### config.mk
export PLATFORM = sky130hd
export DESIGN_NAME = mac_address_text_parser_core_flat
export DESIGN_NICKNAME = d
export VERILOG_FILES = /design/src/rtl/mtp_pkg.sv /design/src/rtl/mtp_if.sv /design/src/rtl/mac_address_text_parser_core.sv /design/src/flat_wrapper.sv
export SDC_FILE = /design/constraint.sdc
export NUM_CORES = 1
export LEC_CHECK = 0
export BUFFER_PORTS_ARGS = -buffer_cell sky130_fd_sc_hd__buf_2
export CAP_MARGIN = 20
export CELL_PAD_IN_SITES_DETAIL_PLACEMENT = 1
export CELL_PAD_IN_SITES_GLOBAL_PLACEMENT = 2
export CORE_MARGIN = 2
export CORE_UTILIZATION = 41
export CTS_CLUSTER_SIZE = 8
export DETAILED_ROUTE_END_ITERATION = 6
export GPL_TIMING_DRIVEN = 1
export PLACE_DENSITY = 0.87
export SLEW_MARGIN = 20
export SYNTH_ARGS = -nofsm -noshare
export SYNTH_HDL_FRONTEND = slang
export SYNTH_SLANG_ARGS = --single-unit
### constraint.sdc
create_clock -name clk_i -period 6.3 [get_ports clk_i]
set_input_delay 1.26 -clock clk_i [delete_from_list [all_inputs] [get_ports clk_i]]
set_output_delay 1.26 -clock clk_i [all_outputs]
set_load 0.05 [all_outputs]
### src/rtl/mtp_pkg.sv
`default_nettype none

package mtp_pkg;

  localparam int unsigned SepCount   = 5;
  localparam int unsigned FieldCount = 6;
  localparam int unsigned ByteW      = 8;
  localparam int unsigned MacW       = FieldCount * ByteW;

  localparam logic [7:0] CharNul   = 8'h00;
  localparam logic [7:0] CharColon = 8'h3A;
  localparam logic [7:0] CharZero  = 8'h30;
  localparam logic [7:0] CharNine  = 8'h39;
  localparam logic [7:0] CharLowA  = 8'h61;
  localparam logic [7:0] CharLowF  = 8'h66;
  localparam logic [7:0] CharUpA   = 8'h41;
  localparam logic [7:0] CharUpF   = 8'h46;
  localparam logic [7:0] HexTen    = 8'd10;

  localparam logic [2:0] ColonMax  = 3'(SepCount);

  typedef struct packed {
    logic       valid;
    logic [3:0] value;
  } hex_digit_t;

  typedef struct packed {
    logic [MacW-1:0] mac_address;
    logic            format_error;
  } result_t;

  function automatic hex_digit_t decode_hex(input logic [7:0] ch);
    hex_digit_t d;
    logic [7:0] v;
    d = '0;
    v = '0;
    if (ch inside {[CharZero:CharNine]}) begin
      v = ch - CharZero;
      d.valid = 1'b1;
    end else if (ch inside {[CharLowA:CharLowF]}) begin
      v = ch - CharLowA + HexTen;
      d.valid = 1'b1;
    end else if (ch inside {[CharUpA:CharUpF]}) begin
      v = ch - CharUpA + HexTen;
      d.valid = 1'b1;
    end
    d.value = v[3:0];
    return d;
  endfunction

endpackage

`default_nettype wire

### src/rtl/mtp_if.sv
`default_nettype none

interface mtp_char_if;
  logic       valid;
  logic       ready;
  logic [7:0] character;

  modport source (output valid, output character, input ready);
  modport sink   (input valid, input character, output ready);
endinterface

interface mtp_result_if;
  logic                      valid;
  logic                      ready;
  logic [mtp_pkg::MacW-1:0]  mac_address;
  logic                      format_error;

  modport source (output valid, output mac_address, output format_error, input ready);
  modport sink   (input valid, input mac_address, input format_error, output ready);
endinterface

`default_nettype wire

### src/rtl/mac_address_text_parser_core.sv
// Parses a colon-separated hex MAC address ("aa:BB:0c:..") one character per
// cycle; a NUL character closes the string and yields one registered result,
// either the six bytes (first field in bits 47:40) or zero with
// format_error set. A field keeps its last two hex digits; an empty field is
// zero; any stray character or a sixth colon marks the string bad until the
// NUL. Throughput is one character per cycle: the parse state updates in the
// same cycle a character is taken, and results go through a result register
// backed by a one-entry skid buffer, so input stalls only when two results
// are waiting downstream.
`default_nettype none

module mac_address_text_parser_core (
  input  wire                  clk_i,
  input  wire                  rst_ni,
  mtp_char_if.sink             in_i,
  mtp_result_if.source         out_o
);

  logic [7:0] fin_bytes_q [mtp_pkg::SepCount];
  logic [7:0] field_q, field_d;
  logic [2:0] colons_q, colons_d;
  logic       bad_q, bad_d;

  mtp_pkg::result_t out_q, skid_q, res_d;
  logic             out_valid_q, skid_valid_q;

  logic             in_fire, out_fire, is_nul, fin_we;
  mtp_pkg::hex_digit_t digit;

  assign in_i.ready  = ~skid_valid_q;
  assign in_fire     = in_i.valid & ~skid_valid_q;
  assign out_fire    = out_valid_q & out_o.ready;
  assign is_nul      = (in_i.character == mtp_pkg::CharNul);
  assign digit       = mtp_pkg::decode_hex(in_i.character);

  always_comb begin
    field_d = field_q;
    colons_d = colons_q;
    bad_d = bad_q;
    fin_we = 1'b0;
    res_d.mac_address = '0;
    res_d.format_error = 1'b1;
    if (!bad_q && colons_q == mtp_pkg::ColonMax) begin
      res_d.mac_address = {fin_bytes_q[0], fin_bytes_q[1], fin_bytes_q[2],
                           fin_bytes_q[3], fin_bytes_q[4], field_q};
      res_d.format_error = 1'b0;
    end
    if (in_fire) begin
      if (is_nul) begin
        field_d = '0;
        colons_d = '0;
        bad_d = 1'b0;
      end else if (!bad_q) begin
        if (in_i.character == mtp_pkg::CharColon) begin
          if (colons_q < mtp_pkg::ColonMax) begin
            fin_we = 1'b1;
            colons_d = colons_q + 3'd1;
            field_d = '0;
          end else begin
            bad_d = 1'b1;
          end
        end else if (digit.valid) begin
          field_d = {field_q[3:0], digit.value};
        end else begin
          bad_d = 1'b1;
        end
      end
    end
  end

  always_ff @(posedge clk_i or negedge rst_ni) begin
    if (!rst_ni) begin
      field_q <= '0;
      colons_q <= '0;
      bad_q <= 1'b0;
    end else begin
      field_q <= field_d;
      colons_q <= colons_d;
      bad_q <= bad_d;
    end
  end

  // Finished fields: cleared on reset and after every NUL.
  always_ff @(posedge clk_i or negedge rst_ni) begin
    if (!rst_ni) begin
      for (int i = 0; i < mtp_pkg::SepCount; i++) fin_bytes_q[i] <= '0;
    end else if (in_fire && is_nul) begin
      for (int i = 0; i < mtp_pkg::SepCount; i++) fin_bytes_q[i] <= '0;
    end else if (fin_we) begin
      fin_bytes_q[colons_q] <= field_q;
    end
  end

  // Result register plus skid entry.
  always_ff @(posedge clk_i or negedge rst_ni) begin
    if (!rst_ni) begin
      out_valid_q <= 1'b0;
      skid_valid_q <= 1'b0;
    end else if (skid_valid_q) begin
      if (out_fire) begin
        skid_valid_q <= 1'b0;
      end
    end else if (in_fire && is_nul) begin
      if (out_valid_q && !out_o.ready) begin
        skid_valid_q <= 1'b1;
      end else begin
        out_valid_q <= 1'b1;
      end
    end else if (out_fire) begin
      out_valid_q <= 1'b0;
    end
  end

  always_ff @(posedge clk_i) begin
    if (skid_valid_q) begin
      if (out_fire) begin
        out_q <= skid_q;
      end
    end else if (in_fire && is_nul) begin
      if (out_valid_q && !out_o.ready) begin
        skid_q <= res_d;
      end else begin
        out_q <= res_d;
      end
    end
  end

  assign out_o.valid        = out_valid_q;
  assign out_o.mac_address  = out_q.mac_address;
  assign out_o.format_error = out_q.format_error;

endmodule

`default_nettype wire

### src/flat_wrapper.sv
// flat-port wrapper written by rule: the top's interface ports become plain ports
module mac_address_text_parser_core_flat 
  (clk_i, rst_ni, in_i_valid, in_i_character, in_i_ready, out_o_valid, out_o_mac_address, out_o_format_error, out_o_ready);
  mtp_char_if in_i_i ();
  mtp_result_if out_o_i ();
  input  wire clk_i;
  input  wire rst_ni;
  input wire logic [$bits(in_i_i.valid)-1:0] in_i_valid;
  input wire logic [$bits(in_i_i.character)-1:0] in_i_character;
  output wire logic [$bits(in_i_i.ready)-1:0] in_i_ready;
  output wire logic [$bits(out_o_i.valid)-1:0] out_o_valid;
  output wire logic [$bits(out_o_i.mac_address)-1:0] out_o_mac_address;
  output wire logic [$bits(out_o_i.format_error)-1:0] out_o_format_error;
  input wire logic [$bits(out_o_i.ready)-1:0] out_o_ready;
  assign in_i_i.valid = in_i_valid;
  assign in_i_i.character = in_i_character;
  assign in_i_ready = in_i_i.ready;
  assign out_o_valid = out_o_i.valid;
  assign out_o_mac_address = out_o_i.mac_address;
  assign out_o_format_error = out_o_i.format_error;
  assign out_o_i.ready = out_o_ready;
  mac_address_text_parser_core u_core (.clk_i(clk_i), .rst_ni(rst_ni), .in_i(in_i_i), .out_o(out_o_i));
endmodule
== After elaboration in Yosys (flattened, before gate mapping) ==
Index checks and enable logic that the tools add are counted.

* Bits in registers: 152
* Output and inout bits: 51
* Bits of input ports: 12

* Order comparisons: 9
* Multiplexer cells: 42
* Reduce and logical (&&, ||, !) cells: 21
* Bitwise logic cells: 4
* Equal/unequal tests: 7
* Add/subtract/negate cells: 6

{| class="wikitable"
|+ Operator list
! cell !! count
|-
| $mux 49 || 5
|-
| $mux 40 || 2
|-
| $mux 8 || 6
|-
| $bwmux 40 || 1
|-
| $demux 8 s3 || 1
|-
| $mux 1 || 20
|-
| $ge 8x7->1 const B || 2
|-
| $le 8x7->1 const B || 2
|-
| $mux 3 || 4
|-
| $mux 4 || 3
|-
| $sub 4x1->4 const B || 3
|-
| $reduce_bool 2->1 || 5
|-
| $reduce_and 3->1 || 3
|-
| $add 4x4->4 const B || 2
|-
| $eq 8x6->1 const B || 1
|-
| $ge 8x6->1 const B || 1
|-
| $le 8x6->1 const B || 1
|-
| $logic_not 8->1 || 1
|-
| $reduce_and 4->1 || 2
|-
| $logic_and 1x1->1 || 7
|-
| $ne 2x2->1 const B || 3
|-
| $ge 4x4->1 const B || 1
|-
| $lt 4x1->1 const B || 1
|-
| $not 3->4 || 1
|-
| other kinds (9) || 11
|}

== Longest topological paths before layout ==
* Depth after elaboration: 9
* Mapped depth: 8

== Worst setup path before layout ==
OpenSTA, ideal clock, no wires.

* Kind: in2reg
* From: in in_i_character[0]
* To: reg u_core.skid_q[0] (netlist name), enable pin
* Data required time: 5.773 ns
* Setup time: 0.527 ns
* Stages on the path: 7
* Setup slack: -0.110 ns
* Arrival time: 5.883 ns
* Cells stage by stage: inv_1 ha_1 and4b_1 clkbuf_1 nand2_1 clkbuf_1 nor3b_1

* Word-level cells in the longest chain between the ends: 3

{| class="wikitable"
|+ Ends and longest elaborated chain
! element !! line !! source
|-
| start, declared || flat_wrapper.sv:9 || <nowiki>input wire logic [$bits(in_i_i.character)-1:0] in_i_character;</nowiki>
|-
| $logic_not 8->1 || mac_address_text_parser_core.sv:33 || <nowiki>assign is_nul = (in_i.character == mtp_pkg::CharNul);</nowiki>
|-
| $logic_and 1x1->1 || mac_address_text_parser_core.sv:119 || <nowiki>end else if (in_fire && is_nul) begin</nowiki>
|-
| $reduce_and 3->1 (no source line) || n/a ||
|-
| end signal, assigned || mac_address_text_parser_core.sv:121 || <nowiki>skid_q <= res_d;</nowiki>
|-
| end, declared || mac_address_text_parser_core.sv:24 || <nowiki>mtp_pkg::result_t out_q, skid_q, res_d;</nowiki>
|}

No other way between the ends.
A chain may end at the register's enable or synchronous reset.

== Final worst setup path ==
* From: reg u_core.skid_valid_q
* To: out in_i_ready

* Word-level cells in the longest chain between the ends: 1

{| class="wikitable"
|+ Ends and longest elaborated chain
! element !! line !! source
|-
| start, declared || mac_address_text_parser_core.sv:25 || <nowiki>logic out_valid_q, skid_valid_q;</nowiki>
|-
| start signal, assigned || mac_address_text_parser_core.sv:98 || <nowiki>skid_valid_q <= 1'b0;</nowiki>
|-
| start signal, assigned || mac_address_text_parser_core.sv:101 || <nowiki>skid_valid_q <= 1'b0;</nowiki>
|-
| start signal, assigned || mac_address_text_parser_core.sv:105 || <nowiki>skid_valid_q <= 1'b1;</nowiki>
|-
| $not 1->1 (no source line) || n/a ||
|-
| end, declared || flat_wrapper.sv:10 || <nowiki>output wire logic [$bits(in_i_i.ready)-1:0] in_i_ready;</nowiki>
|}

No other way between the ends.

==> out/results.txt <==
Post-synth EDFFs = 98
Final Slew Violations = 0
Worst Setup Start Kind = register
Peak per-stage delay on the critical path = 0.64 ns
Leading cell type in the layout, fill and taps excluded = edfxtp_1
Clock transition at path regs = 0.06 ns
Synth Instances = 445
Synthesis-to-layout area growth = 17.7%
CP cell instances = clkinv_1, buf_4, buf_2
Clock Latency Late Sink = 0.41 ns
Post-layout util = 49.9%
Die ar. = 16100 um^2
Hold endpoint = u_core.fin_bytes_q[16]
Initial core utilization = 42.4%
Synth Flop Type = edfxtp_1
Ant diodes = 0
Die Wd = 127 um
Setup Fix Bufs, Post-CTS = 0
Yosys cell types = 39
Clock buffer depth = 2
Crit path DAT = 2.04 ns
Period utilisation layout = 52.4%
R2R setup slack = 3.73 ns
Largest net degree at the start of global routing = 55
Max IR drop VDD = 0.190 mV
Iter 0 DRT Violations = 246
Sequential fraction of the synthesis area = 69.1%
Slew margin rel. = 52.1%
Nets = 528
R2R cell count = 6
Crit path capture type = output port
Vias per cell = 5.32
Post-layout minimum cycle time = 3.30 ns
Clk sinks = 152
Synth Net Count = 463
Routability cong. = 0.756
Core area = 14600 um^2
Share of layout cells above drive strength 1 = 28.0%
Cell Area, Synth = 6210 um^2
Worst Hold Depth = 2
Wirelength per Cell = 18.6 um
Clock root buffer = clkbuf_16
FP Rows = 44
# fillers = 1463
Worst Max-Slew Pin Slew = 0.718 ns
Clock skew = 0.00768 ns
RSZ-0062 raised after global routing = false
Final hold viol count = 0
Async set-reset flop share out of synthesis = 35.5%
DP HPWL = 8.11 mm
Pleak = 2.98 nW
Status = completed
Synth warn = 0
Power per Cell Area = 288 nW/um^2
Hold Crit Start = u_core.fin_bytes_q[16]
Post-route ant nets = 0
Aggregate global routing overflow = 0
CTS resizes = 0
Die Ht = 127 um
Hold/Removal Path Class = reg -> reg
Multi-input gate area = 1780 um^2
IO Pins = 63
Post-cts hold buffer count = 0
Most used cells in the layout excluding fill and tap cells = edfxtp_1 (98), buf_2 (62), dfrtp_1 (54)
Port-buffer cells = 62
Fmax = 0.303 GHz
Register Area = 4290 um^2
TNS Setup = 0 ns
# DRC = 0
Max FO, Critical Path = 42
Inserted Clock Buffers = 17
CTS tree = done
Critical path class = reg -> out
Critical path's slowest cell = dfrtp_1
Via Count = 3759
DR pass1 iterations = 6
Number of global-route vias before repair = 4014
RR Endpoint = u_core.out_o.mac_address[3]
Avg Inst Size Synth = 14.0 um^2
Worst endpoint required time = 5.04 ns
Max cap viols = 0
Tot GR Track Use = 17.3%
Htree depth = 4
Flop and latch count out of synthesis = 152
First-pass GRT wire length = 21.4 mm
# setup viols final = 0
Final WL = 13.1 mm
Initial antenna violation count = 0
Worst R2R Start = u_core.colons_q[1]
[worst max path at each step]
stage,from,end
after floorplan,in_i_character[0],u_core.out_o.format_error
after global placement,in_i_character[0],u_core.skid_q[38]
after detailed placement,in_i_character[0],u_core.skid_q[38]
after CTS,u_core.skid_valid_q,in_i_ready
after global routing,u_core.skid_valid_q,in_i_ready
final,u_core.skid_valid_q,in_i_ready
[layer usage]
layer	global-route usage (%)	vias to the layer above	part of all wire, %
li1	-	1769	-
met1	21.6	1907	43
met2	29.1	66	51
met3	3.81	17	3.2
met4	7.43	0	2.2
met5	0	-	0
[final cells by class]
type                    instances  share of cell area [%]
flip-flops and latches        152                    58.7
inverters                      16                   0.821
clock inverters                 9                    1.69
multi-input cells             255                    24.4
repair buffers                 68                    4.86
well taps                     184                    3.15
clock buffers                  22                    6.35
[cell usage after synthesis, types with 4 or more instances]
master / n / area share (%)
clkbuf_1: 17 / 1.0
a21oi_1: 4 / 0.32
ha_1: 6 / 1.2
a32o_1: 8 / 1.3
o31ai_1: 9 / 1.1
dfrtp_1: 54 / 22
edfxtp_1: 98 / 47
a31oi_1: 4 / 0.40
nand2_1: 14 / 0.85
buf_2: 5 / 0.40
inv_1: 14 / 0.85
and2_1: 40 / 4.0
o21ai_1: 34 / 2.7
nor2_1: 11 / 0.66
mux2_2: 42 / 7.6
nand3_1: 44 / 3.5
o21ai_0: 11 / 0.89
[worst max-delay path, delay by kind of cell (launching register included)]
family                 cells  cell delay, ns
flip-flops                 1            0.64
buffers and inverters      3            0.94
[power by group]
part / switching [mW] / total (mW) / internal [mW] / leakage [nW]
clock network: 0.378 / 1.02 / 0.638 / 0.283
registers: 0.00114 / 1.06 / 1.05 / 1.68
logic: 0.0215 / 0.0304 / 0.00887 / 1.01
[state kept, by name, summed over array words and instances, names as in the netlist]
register	cells
u_core.out_o.format_error	1
u_core.skid_q	49
u_core.out_o.valid	1
u_core.out_o.mac_address	48
u_core.colons_q	3
u_core.field_q	8
u_core.fin_bytes_q	40
u_core.skid_valid_q	1
u_core.bad_q	1
[kinds of logic (layout without fill, tap and decap cells)]
group / after synthesis / after routing / synth area share, %
AOI/OAI and AO/OA: 75 / 75 / 7.43
xor gates and xnor gates: 4 / 4 / 0.564
adders and majority gates: 6 / 6 / 1.21
buffers and inverters: 38 / 115 / 2.40
DFF: 152 / 152 / 69.1
muxes: 42 / 42 / 7.61
and+or+nand+nor: 128 / 128 / 11.6
[stage by stage]
stage	cells	power [mW]	worst slack (ns)	area, um^2	hold WS (ns)
after floorplan	445	1.09	1.13	6220	0.460
after global placement	675	1.10	3.04	6720	0.481
after detailed placement	675	1.11	2.95	6720	0.488
after CTS	706	2.12	2.96	7310	0.501
after global routing	706	2.16	2.83	7310	0.533
final	706	2.10	3.00	7310	0.494
Note: power is estimated with default switching activity, not from simulation.
